## src/rtl/glyph_coverage_compositor_unit_assert.svh

```systemverilog
// Assertion macros shared by the compositor RTL.
// Each macro is clocked on i_clk and disabled while i_rst_n is low.
`ifndef GLYPH_COVERAGE_COMPOSITOR_UNIT_ASSERT_SVH
`define GLYPH_COVERAGE_COMPOSITOR_UNIT_ASSERT_SVH

// Same-cycle implication: whenever ante holds, cons must hold too.
`define GCOMP_ASSERT_NOW(label, ante, cons, msg) \
    label: assert property (@(posedge i_clk) disable iff (!i_rst_n) \
        (ante) |-> (cons)) else $error(msg);

// Next-cycle implication: whenever ante holds, cons must hold in the next cycle.
`define GCOMP_ASSERT_NEXT(label, ante, cons, msg) \
    label: assert property (@(posedge i_clk) disable iff (!i_rst_n) \
        (ante) |=> (cons)) else $error(msg);

`endif

```

## src/rtl/gcomp_pkg.sv

```systemverilog
// Shared types, register codes and arithmetic helpers for the glyph compositor.
// Used by glyph_coverage_compositor_unit and its bench; depends on nothing.
package gcomp_pkg;

    localparam int CHAN_W    = 8;
    localparam int PROD_W    = 2 * CHAN_W;
    localparam int CFG_IDX_W = 3;
    localparam logic [CHAN_W-1:0] FULL_SCALE = 8'd255;

    typedef enum logic [CFG_IDX_W-1:0] {
        REG_TEXT_RED   = 3'd0,
        REG_TEXT_GREEN = 3'd1,
        REG_TEXT_BLUE  = 3'd2,
        REG_TEXT_ALPHA = 3'd3,
        REG_BLEND_MODE = 3'd4
    } t_cfg_reg;

    typedef enum logic {
        MODE_KEEP_STRONGEST = 1'b0,
        MODE_SOURCE_OVER    = 1'b1
    } t_blend_mode;

    typedef struct packed {
        logic [CHAN_W-1:0] red;
        logic [CHAN_W-1:0] green;
        logic [CHAN_W-1:0] blue;
        logic [CHAN_W-1:0] alpha;
    } t_pixel;

    // After the coverage-times-opacity product.
    typedef struct packed {
        logic [CHAN_W-1:0] cov;
        t_pixel            dst;
        logic [PROD_W-1:0] alpha_prod;
    } t_s1;

    // Source alpha and its complement are known here.
    typedef struct packed {
        logic              cov_nz;
        logic [CHAN_W-1:0] cov;
        logic [CHAN_W-1:0] src_a;
        logic [CHAN_W-1:0] inv_a;
        t_pixel            dst;
    } t_s2;

    // All channel products, still undivided.
    typedef struct packed {
        logic              cov_nz;
        logic [CHAN_W-1:0] src_a;
        t_pixel            dst;
        logic [PROD_W-1:0] src_r;
        logic [PROD_W-1:0] src_g;
        logic [PROD_W-1:0] src_b;
        logic [PROD_W-1:0] dst_r;
        logic [PROD_W-1:0] dst_g;
        logic [PROD_W-1:0] dst_b;
        logic [PROD_W-1:0] dst_a;
    } t_s3;

    typedef struct packed {
        t_pixel pix;
        logic   written;
    } t_res;

    // Truncating division by 255, exact for every product of two 8-bit values.
    function automatic logic [CHAN_W-1:0] div255(input logic [PROD_W-1:0] x);
        logic [PROD_W:0] t;
        t = {1'b0, x} + (PROD_W+1)'(x[PROD_W-1:CHAN_W]) + (PROD_W+1)'(1);
        return t[PROD_W-1:CHAN_W];
    endfunction

endpackage

```

## src/rtl/glyph_coverage_compositor_unit.sv

```systemverilog
// Glyph coverage compositor: scales coverage by text opacity and blends the
// text colour into a premultiplied RGBA pixel. Uses gcomp_pkg and gcomp_stage.
//
// Usage:
// - Input channel (i_in_valid / o_in_ready) takes one transaction per pixel:
//   coverage plus the destination pixel. Output channel (o_out_valid /
//   i_out_ready) returns one transaction per pixel, in order, with the new
//   pixel and a flag that tells whether it was modified.
// - Configuration channel (i_cfg_valid / o_cfg_ready) writes the text colour,
//   opacity and blend mode by register index; it is always ready. Write it
//   only while no pixel is in flight. Indexes beyond the list are ignored.
// - An accepted pixel passes through the four register stages in order:
//   opacity product, divide by 255, channel products, divide, sum and select.
//   The result is held in the last stage until it is taken. Throughput is one
//   pixel per cycle while the receiver is ready.
// - Reset clears all stage valid bits and loads white, fully opaque text in
//   keep-strongest mode.
// - When the receiver stalls, the stages fill up one by one; the input side
//   keeps accepting until every stage holds a pixel. Nothing is lost or
//   repeated.
module glyph_coverage_compositor_unit (
    input  logic                            i_clk,
    input  logic                            i_rst_n,
    input  logic                            i_cfg_valid,
    output logic                            o_cfg_ready,
    input  logic [gcomp_pkg::CFG_IDX_W-1:0] i_cfg_index,
    input  logic [gcomp_pkg::CHAN_W-1:0]    i_cfg_data,
    input  logic                            i_in_valid,
    output logic                            o_in_ready,
    input  logic [gcomp_pkg::CHAN_W-1:0]    i_coverage,
    input  logic [gcomp_pkg::CHAN_W-1:0]    i_dst_red,
    input  logic [gcomp_pkg::CHAN_W-1:0]    i_dst_green,
    input  logic [gcomp_pkg::CHAN_W-1:0]    i_dst_blue,
    input  logic [gcomp_pkg::CHAN_W-1:0]    i_dst_alpha,
    output logic                            o_out_valid,
    input  logic                            i_out_ready,
    output logic [gcomp_pkg::CHAN_W-1:0]    o_out_red,
    output logic [gcomp_pkg::CHAN_W-1:0]    o_out_green,
    output logic [gcomp_pkg::CHAN_W-1:0]    o_out_blue,
    output logic [gcomp_pkg::CHAN_W-1:0]    o_out_alpha,
    output logic                            o_pixel_written
);
    import gcomp_pkg::*;
    `include "glyph_coverage_compositor_unit_assert.svh"

    logic [CHAN_W-1:0] r_text_red;
    logic [CHAN_W-1:0] r_text_green;
    logic [CHAN_W-1:0] r_text_blue;
    logic [CHAN_W-1:0] r_text_alpha;
    t_blend_mode       r_blend_mode;

    assign o_cfg_ready = 1'b1;

    always_ff @(posedge i_clk) begin
        if (!i_rst_n) begin
            r_text_red   <= FULL_SCALE;
            r_text_green <= FULL_SCALE;
            r_text_blue  <= FULL_SCALE;
            r_text_alpha <= FULL_SCALE;
            r_blend_mode <= MODE_KEEP_STRONGEST;
        end else if (i_cfg_valid && o_cfg_ready) begin
            unique case (i_cfg_index)
                REG_TEXT_RED:   r_text_red   <= i_cfg_data;
                REG_TEXT_GREEN: r_text_green <= i_cfg_data;
                REG_TEXT_BLUE:  r_text_blue  <= i_cfg_data;
                REG_TEXT_ALPHA: r_text_alpha <= i_cfg_data;
                REG_BLEND_MODE: r_blend_mode <= t_blend_mode'(i_cfg_data[0]);
                default: ;
            endcase
        end
    end

    // Stage handshake wires.
    logic s1_valid, s1_ready, s2_valid, s2_ready, s3_valid, s3_ready;
    t_s1  n_s1, s1_q;
    t_s2  n_s2, s2_q;
    t_s3  n_s3, s3_q;
    t_res n_res, res_q;

    // Stage 1: coverage times opacity.
    always_comb begin
        n_s1.cov        = i_coverage;
        n_s1.dst.red    = i_dst_red;
        n_s1.dst.green  = i_dst_green;
        n_s1.dst.blue   = i_dst_blue;
        n_s1.dst.alpha  = i_dst_alpha;
        n_s1.alpha_prod = i_coverage * r_text_alpha;
    end

    gcomp_stage #(.W($bits(t_s1))) u_s1 (
        .i_clk(i_clk), .i_rst_n(i_rst_n),
        .i_valid(i_in_valid), .o_ready(o_in_ready), .i_data(n_s1),
        .o_valid(s1_valid), .i_ready(s1_ready), .o_data(s1_q)
    );

    // Stage 2: source alpha and its complement.
    always_comb begin
        n_s2.cov    = s1_q.cov;
        n_s2.cov_nz = (s1_q.cov != '0);
        n_s2.src_a  = div255(s1_q.alpha_prod);
        n_s2.inv_a  = FULL_SCALE - n_s2.src_a;
        n_s2.dst    = s1_q.dst;
    end

    gcomp_stage #(.W($bits(t_s2))) u_s2 (
        .i_clk(i_clk), .i_rst_n(i_rst_n),
        .i_valid(s1_valid), .o_ready(s1_ready), .i_data(n_s2),
        .o_valid(s2_valid), .i_ready(s2_ready), .o_data(s2_q)
    );

    // Stage 3: one product per channel for the source and destination terms.
    always_comb begin
        n_s3.cov_nz = s2_q.cov_nz;
        n_s3.src_a  = s2_q.src_a;
        n_s3.dst    = s2_q.dst;
        n_s3.src_r  = r_text_red * s2_q.src_a;
        n_s3.src_g  = r_text_green * s2_q.src_a;
        n_s3.src_b  = r_text_blue * s2_q.src_a;
        n_s3.dst_r  = s2_q.dst.red * s2_q.inv_a;
        n_s3.dst_g  = s2_q.dst.green * s2_q.inv_a;
        n_s3.dst_b  = s2_q.dst.blue * s2_q.inv_a;
        n_s3.dst_a  = s2_q.dst.alpha * s2_q.inv_a;
    end

    gcomp_stage #(.W($bits(t_s3))) u_s3 (
        .i_clk(i_clk), .i_rst_n(i_rst_n),
        .i_valid(s2_valid), .o_ready(s2_ready), .i_data(n_s3),
        .o_valid(s3_valid), .i_ready(s3_ready), .o_data(s3_q)
    );

    // Stage 4: divide, sum and pick the result. Sums never pass 255, so the
    // low byte is the whole value.
    logic              active;
    logic [CHAN_W-1:0] src_r, src_g, src_b;
    logic [CHAN_W:0]   sum_r, sum_g, sum_b, sum_a;

    always_comb begin
        active = s3_q.cov_nz && (s3_q.src_a != '0);
        src_r  = div255(s3_q.src_r);
        src_g  = div255(s3_q.src_g);
        src_b  = div255(s3_q.src_b);
        sum_r  = {1'b0, src_r} + {1'b0, div255(s3_q.dst_r)};
        sum_g  = {1'b0, src_g} + {1'b0, div255(s3_q.dst_g)};
        sum_b  = {1'b0, src_b} + {1'b0, div255(s3_q.dst_b)};
        sum_a  = {1'b0, s3_q.src_a} + {1'b0, div255(s3_q.dst_a)};
        n_res.pix     = s3_q.dst;
        n_res.written = 1'b0;
        if (active) begin
            unique case (r_blend_mode)
                MODE_SOURCE_OVER: begin
                    n_res.pix.red   = sum_r[CHAN_W-1:0];
                    n_res.pix.green = sum_g[CHAN_W-1:0];
                    n_res.pix.blue  = sum_b[CHAN_W-1:0];
                    n_res.pix.alpha = sum_a[CHAN_W-1:0];
                    n_res.written   = 1'b1;
                end
                MODE_KEEP_STRONGEST: begin
                    if (s3_q.src_a > s3_q.dst.alpha) begin
                        n_res.pix.red   = src_r;
                        n_res.pix.green = src_g;
                        n_res.pix.blue  = src_b;
                        n_res.pix.alpha = s3_q.src_a;
                        n_res.written   = 1'b1;
                    end
                end
                default: ;
            endcase
        end
    end

    gcomp_stage #(.W($bits(t_res))) u_s4 (
        .i_clk(i_clk), .i_rst_n(i_rst_n),
        .i_valid(s3_valid), .o_ready(s3_ready), .i_data(n_res),
        .o_valid(o_out_valid), .i_ready(i_out_ready), .o_data(res_q)
    );

    assign o_out_red       = res_q.pix.red;
    assign o_out_green     = res_q.pix.green;
    assign o_out_blue      = res_q.pix.blue;
    assign o_out_alpha     = res_q.pix.alpha;
    assign o_pixel_written = res_q.written;

    // The input may only be refused when every stage is occupied.
    `GCOMP_ASSERT_NOW(a_full_when_blocked, !o_in_ready,
        s1_valid && s2_valid && s3_valid && o_out_valid,
        "input refused while a pipeline stage is empty")

    // Source alpha can never exceed the coverage it came from.
    `GCOMP_ASSERT_NOW(a_src_alpha_bound, s2_valid, s2_q.src_a <= s2_q.cov,
        "source alpha larger than coverage")

    // A stalled stage 3 pixel must still be there next cycle.
    `GCOMP_ASSERT_NEXT(a_s3_hold, s3_valid && !s3_ready, s3_valid,
        "stalled pixel dropped from stage 3")

    // A keep-strongest write stores premultiplied colour, never above alpha.
    `GCOMP_ASSERT_NOW(a_keep_premult,
        o_out_valid && o_pixel_written && (r_blend_mode == MODE_KEEP_STRONGEST),
        (o_out_red <= o_out_alpha) && (o_out_green <= o_out_alpha)
            && (o_out_blue <= o_out_alpha),
        "keep-strongest result is not premultiplied")

endmodule

```

## src/rtl/gcomp_stage.sv

```systemverilog
// One pipeline register stage with a valid/ready handshake on each side.
// Generic in payload width; used by glyph_coverage_compositor_unit.
module gcomp_stage #(
    parameter int W = 8
) (
    input  logic         i_clk,
    input  logic         i_rst_n,
    input  logic         i_valid,
    output logic         o_ready,
    input  logic [W-1:0] i_data,
    output logic         o_valid,
    input  logic         i_ready,
    output logic [W-1:0] o_data
);
    logic         r_valid;
    logic [W-1:0] r_data;

    // The stage can load whenever it is empty or its content leaves this cycle.
    assign o_ready = !r_valid || i_ready;
    assign o_valid = r_valid;
    assign o_data  = r_data;

    always_ff @(posedge i_clk) begin
        if (!i_rst_n) begin
            r_valid <= 1'b0;
        end else if (o_ready) begin
            r_valid <= i_valid;
        end
    end

    always_ff @(posedge i_clk) begin
        if (o_ready && i_valid) begin
            r_data <= i_data;
        end
    end

endmodule

```

## config.mk

```make
export PLATFORM = sky130hd
export DESIGN_NAME = glyph_coverage_compositor_unit
export DESIGN_NICKNAME = d
export VERILOG_FILES = /design/src/rtl/gcomp_pkg.sv /design/src/rtl/glyph_coverage_compositor_unit.sv /design/src/rtl/gcomp_stage.sv
export VERILOG_INCLUDE_DIRS = /design/src /design/src/rtl
export SDC_FILE = /design/constraint.sdc
export NUM_CORES = 2
export LEC_CHECK = 0
export ABC_AREA = 1
export ABC_CLOCK_PERIOD_IN_PS = 29700
export BUFFER_PORTS_ARGS = -buffer_cell sky130_fd_sc_hd__buf_2
export CORE_MARGIN = 3
export CORE_UTILIZATION = 30
export DETAILED_ROUTE_END_ITERATION = 12
export GPL_ROUTABILITY_DRIVEN = 0
export PLACE_DENSITY = 0.42
export SLEW_MARGIN = 20
export SYNTH_ARGS = -nofsm -noshare
export SYNTH_HDL_FRONTEND = slang
export SYNTH_HIERARCHICAL = 1
export SYNTH_SLANG_ARGS = --single-unit
```

## constraint.sdc

```tcl
create_clock -name i_clk -period 29.7 [get_ports i_clk]
set_clock_uncertainty 0.05 [all_clocks]
set_input_delay 5.94 -clock i_clk [delete_from_list [all_inputs] [get_ports i_clk]]
set_output_delay 5.94 -clock i_clk [all_outputs]
set_load 0.05 [all_outputs]
```

======== Word-level counts from Yosys, hierarchy flattened ========
Index checks and enable logic that the tools add are counted.
cells by class
  $lt $le $gt $ge ......................... 1
  equality and inequality tests ........... 4
  add/subtract/negate cells ............... 21
  bitwise gates (word level) .............. 1
  shifts and indexed selects .............. 0
  reductions and logical operators ........ 21
  mux-type cells .......................... 3
  divide/modulo/power cells ............... 0
  multiply operators ...................... 8
operator list
  kind                                           count
  adder 16 x 1 -> 16 bit, second input constant  8
  adder 16 x 8 -> 16 bit                         8
  multiplier 8 x 8 -> 16 bit                     8
  2-to-1 mux 33 bit                              2
  one-hot mux 33 bit (2 select lines)            1
  adder 8 bit                                    4
  nonzero test 8 bit                             2
  AND reduction 2 bit                            5
  > comparator 8 bit                             1
  subtractor 8 bit, first input constant         1
  == test 3 x 2 -> 1 bit, second input constant  2
  logical AND 1 bit                              5
  logical NOT 1 bit                              4
  logical OR 1 bit                               4
  == test 3 x 1 -> 1 bit, second input constant  1
  == test 3 bit, second input constant           1
  logical NOT 3 bit                              1
  inverter 1 bit                                 1
word-level totals
  memory bits (read-only) ................. 0
  logic and storage cells ................. 73
  input bits .............................. 56
  output and inout bits ................... 36
  memories kept ........................... 0
  latch bits .............................. 0
  register bits after elaboration ......... 336
  RAM bits ................................ 0

======== Depth between registers and ports, before layout ========
  word-level depth ........................ 6
  gate-level depth with buffers ........... 24
  mapped depth without buffers ............ 24

======== By module ========
Netlist, hierarchy kept.
by module, submodules not included
  module                          area each (um2)  cells each  sequential area each (um2)  times used
  glyph_coverage_compositor_unit  23685.2          3565        660.6                       1
  gcomp_stage (u_s3)              4645.7           160         4614.4                      1
  gcomp_stage (u_s2)              1762.9           64          1731.7                      1
  gcomp_stage (u_s1)              1732.9           63          1701.6                      1
  gcomp_stage (u_s4)              1042.2           40          1011.0                      1

======== Worst setup path after synthesis ========
OpenSTA, ideal clock, no wires.
  kind .................................... input port to flip-flop
  start point ............................. input port i_out_ready
  end point ............................... register u_s3.r_data[0], in the netlist u_s3/o_data[0] (enable)
  arrival ................................. 13.412 ns
  data required time ...................... 28.933 ns
  stages .................................. 4
  library setup time ...................... 0.717 ns
  path slack .............................. 15.521 ns
  path buffers ............................ 0
  cell sequence ........................... inv_2 -> nand2_2 -> inv_2 -> a21oi_1
on the way
  word-level cells in the longest chain between the ends .. 3
ends and longest elaborated chain
  item                  line                                  text
  start, declared       glyph_coverage_compositor_unit.sv:36  input logic i_out_ready,
  logical OR 1 bit      gcomp_stage.sv:19                     assign o_ready = !r_valid || i_ready;
  named net s3_ready    glyph_coverage_compositor_unit.sv:74  logic s1_valid, s1_ready, s2_valid, s2_ready, s3_valid, s3_ready;
  logical OR 1 bit      gcomp_stage.sv:19
  logical AND 1 bit     gcomp_stage.sv:32                     if (o_ready && i_valid) begin
  end signal, assigned  gcomp_stage.sv:33                     r_data <= i_data;
  end, declared         gcomp_stage.sv:16                     logic [W-1:0] r_data;
The timed path passes the listed nets, and every way through them passes these cells.
A chain may end at the register's enable or synchronous reset.

======== Final worst setup path ========
  start point ............................. input port i_out_ready
  end point ............................... output port o_in_ready
on the way
  word-level cells in the longest chain between the ends .. 4
ends and longest elaborated chain
  item                line                                  text
  logical OR 1 bit    gcomp_stage.sv:19
  named net s3_ready  glyph_coverage_compositor_unit.sv:74
  logical OR 1 bit    gcomp_stage.sv:19
  named net s2_ready  glyph_coverage_compositor_unit.sv:74
  logical OR 1 bit    gcomp_stage.sv:19
  named net s1_ready  glyph_coverage_compositor_unit.sv:74
  logical OR 1 bit    gcomp_stage.sv:19
  end, declared       glyph_coverage_compositor_unit.sv:29  output logic o_in_ready,
The timed path passes the listed nets, and every way through them passes these cells.

==> summary.txt <==
status -> finished clean
critical path, cell by cell -> buf_2 -> inv_2 -> nand2_2 -> inv_2 -> nand2_2 -> inv_2 -> nand2_2 -> inv_2 -> nand2_2 -> buf_2
initial antenna violation count -> 4
Final Critical Period -> 12830 ps
CP max stage delay -> 210 ps
Buffers on Ports -> 90
Critical Path RT -> 23710 ps
Post-DP HPWL -> 61.34 mm
net count after synthesis -> 4612
Min Hold Slack -> 366.7 ps
vias per cell -> 4.394
Fill cells -> 11323
Buf/Inv on CP -> 6
Die ar. -> 112800 um2
Max-slew headroom -> 33.74%
CTS Buffer Depth -> 3
WHS Endpoint -> u_s2/o_data[4]$_DFFE_PP_
Final WS setup -> 16870 ps
CP arrival -> 6840 ps
row count -> 120
Initial Util -> 30.35%
WL final -> 82.76 mm
max cap viols -> 0
syn avg cell area -> 8.401 um2
setup_tns -> 0 ps
Pins Over Slew Limit -> 0
fmax -> 77.97 MHz
DP Worst Slack -> 16870 ps
IO Count -> 92
DRT antenna net count -> 0
HP Start -> u_s1/o_data[20]$_DFFE_PP_
vias in the first global route -> 23875
pin count of the biggest net entering global routing -> 65
CTS tree -> built
final cycle utilization of the critical path -> 43.19%
Core ar. -> 107500 um2
Antenna diodes -> 0
WL per Instance -> 15.47 um
WHS Path Cells -> 0
1st-iter DRT viols -> 1268
register-to-register setup slack -> 24570 ps
Least-Margin Pin Slew -> 991.8 ps
CTS buffer count -> 43
first-pass GRT wire length -> 132.7 mm
number of buffers added to fix hold violations after cts -> 0
Die Height -> 335.8 um
setup repair bufs after CTS -> 0
Final setup viols -> 0
FF-to-FF End -> u_s3/o_data[14]$_DFFE_PP_
routed via count -> 23506
FF-to-FF Start -> u_s2/o_data[39]$_DFFE_PP_
clock latency on the worst-skew pair -> 590 ps
CTS Root Cell -> clkbuf_16
synth-to-layout area growth -> 10.22%
Post-Syn Area -> 32630 um2
# resized after CTS -> 0
Global Route Usage Sum -> 14.98%
layout cell share with drive strength beyond 1 -> 5.981%
H-tree levels -> 2
CP max-delay cell -> buf_2
Die Wd -> 335.8 um
Startpoint Class -> input pin
CP delay by family, top -> buffers and inverters
clock sink count -> 328
worst hold path class -> register to register
detailed-route DRC error count -> 0
critical path capture point type -> primary output
nets -> 4641
Synth Instances -> 3884
crit path kind -> input pin to primary output
CP Max Fanout -> 2
Final Hold Fails -> 0
RSZ-0062 raised after global routing -> false
global route overflow -> 0
Syn. warnings -> 6
Detailed Routing Iterations Pass 1 -> 5
Worst-path clk slew -> 50 ps
R2R cell count -> 17
==> final cells by class <==
type,instances,area (um2),share of cell area (%)
Multi-Input combinational cell,2406,18830,52.35
Sequential cell,328,9479,26.36
Inverter,1019,3825,10.64
Tap cell,1403,1755,4.881
Clock buffer,48,1137,3.163
Timing Repair Buffer,115,638.1,1.774
Clock inverter,30,301.5,0.8385
==> how the worst max path moves through the flow <==
stage	start	to	slack (ps)	cells after the start
final	i_out_ready	o_in_ready	16870	10
after global routing	i_out_ready	o_in_ready	16790	10
after CTS	i_out_ready	o_in_ready	16870	10
after detailed placement	i_out_ready	o_in_ready	16870	10
after global placement	i_out_ready	o_in_ready	16860	10
after floorplan	i_out_ready	u_s3/o_data[0]$_DFFE_PP_	15520	4
==> registers in the layout (all words and copies together) (netlist names), 8 cells and up <==
name,cells
r_text_blue,8
u_s4/o_data,33
r_text_red,8
u_s2/o_data,49
r_text_green,8
r_text_alpha,8
u_s3/o_data,153
u_s1/o_data,56
==> per-stage QoR <==
stage / cell area, um2 / std cells / utilization (%)
6_report: 35960 / 5349 / 33.45
3_5_place_dp: 34520 / 5271 / 32.11
2_1_floorplan: 32630 / 3884 / -
3_3_place_gp: 34520 / 5271 / 32.11
5_1_grt: 35960 / 5349 / 33.45
4_1_cts: 35960 / 5349 / 33.45
==> routing by layer <==
layer  vias up  wire length, um  track usage, %
met5         -               13               0
met1     11214            41070           20.90
met2       284            37930           25.00
met3        83             2395           1.936
li1      11923                -               -
met4         2             1352           2.853
==> worst register-to-register path, cell delays in order (launching register included) <==
cell,delay [ps]
edfxtp_1,760
buf_4,470
nand2_1,130
fa_1,460
fa_1,490
inv_1,50
fa_1,490
inv_1,50
fa_1,470
inv_1,40
ha_1,340
a21oi_1,220
o21ai_1,80
a21oi_1,250
o21ai_1,140
a21oi_1,150
o21bai_1,90
xor2_1,150
==> cell usage in the layout, fill, tap and decap left out, types with 37 or more instances in the layout <==
cell,n
nor2_1,118
edfxtp_1,291
buf_2,90
clkbuf_16,45
nand3_1,102
dfxtp_1,37
xor2_1,79
inv_1,1010
xnor2_1,43
nand2_1,970
fa_1,292
ha_1,380
a21oi_1,172
o21ai_0,72
Power is left out: the tool's default activity adds up to more than one toggle a clock period on the data nets, which glitch-free logic cannot reach.
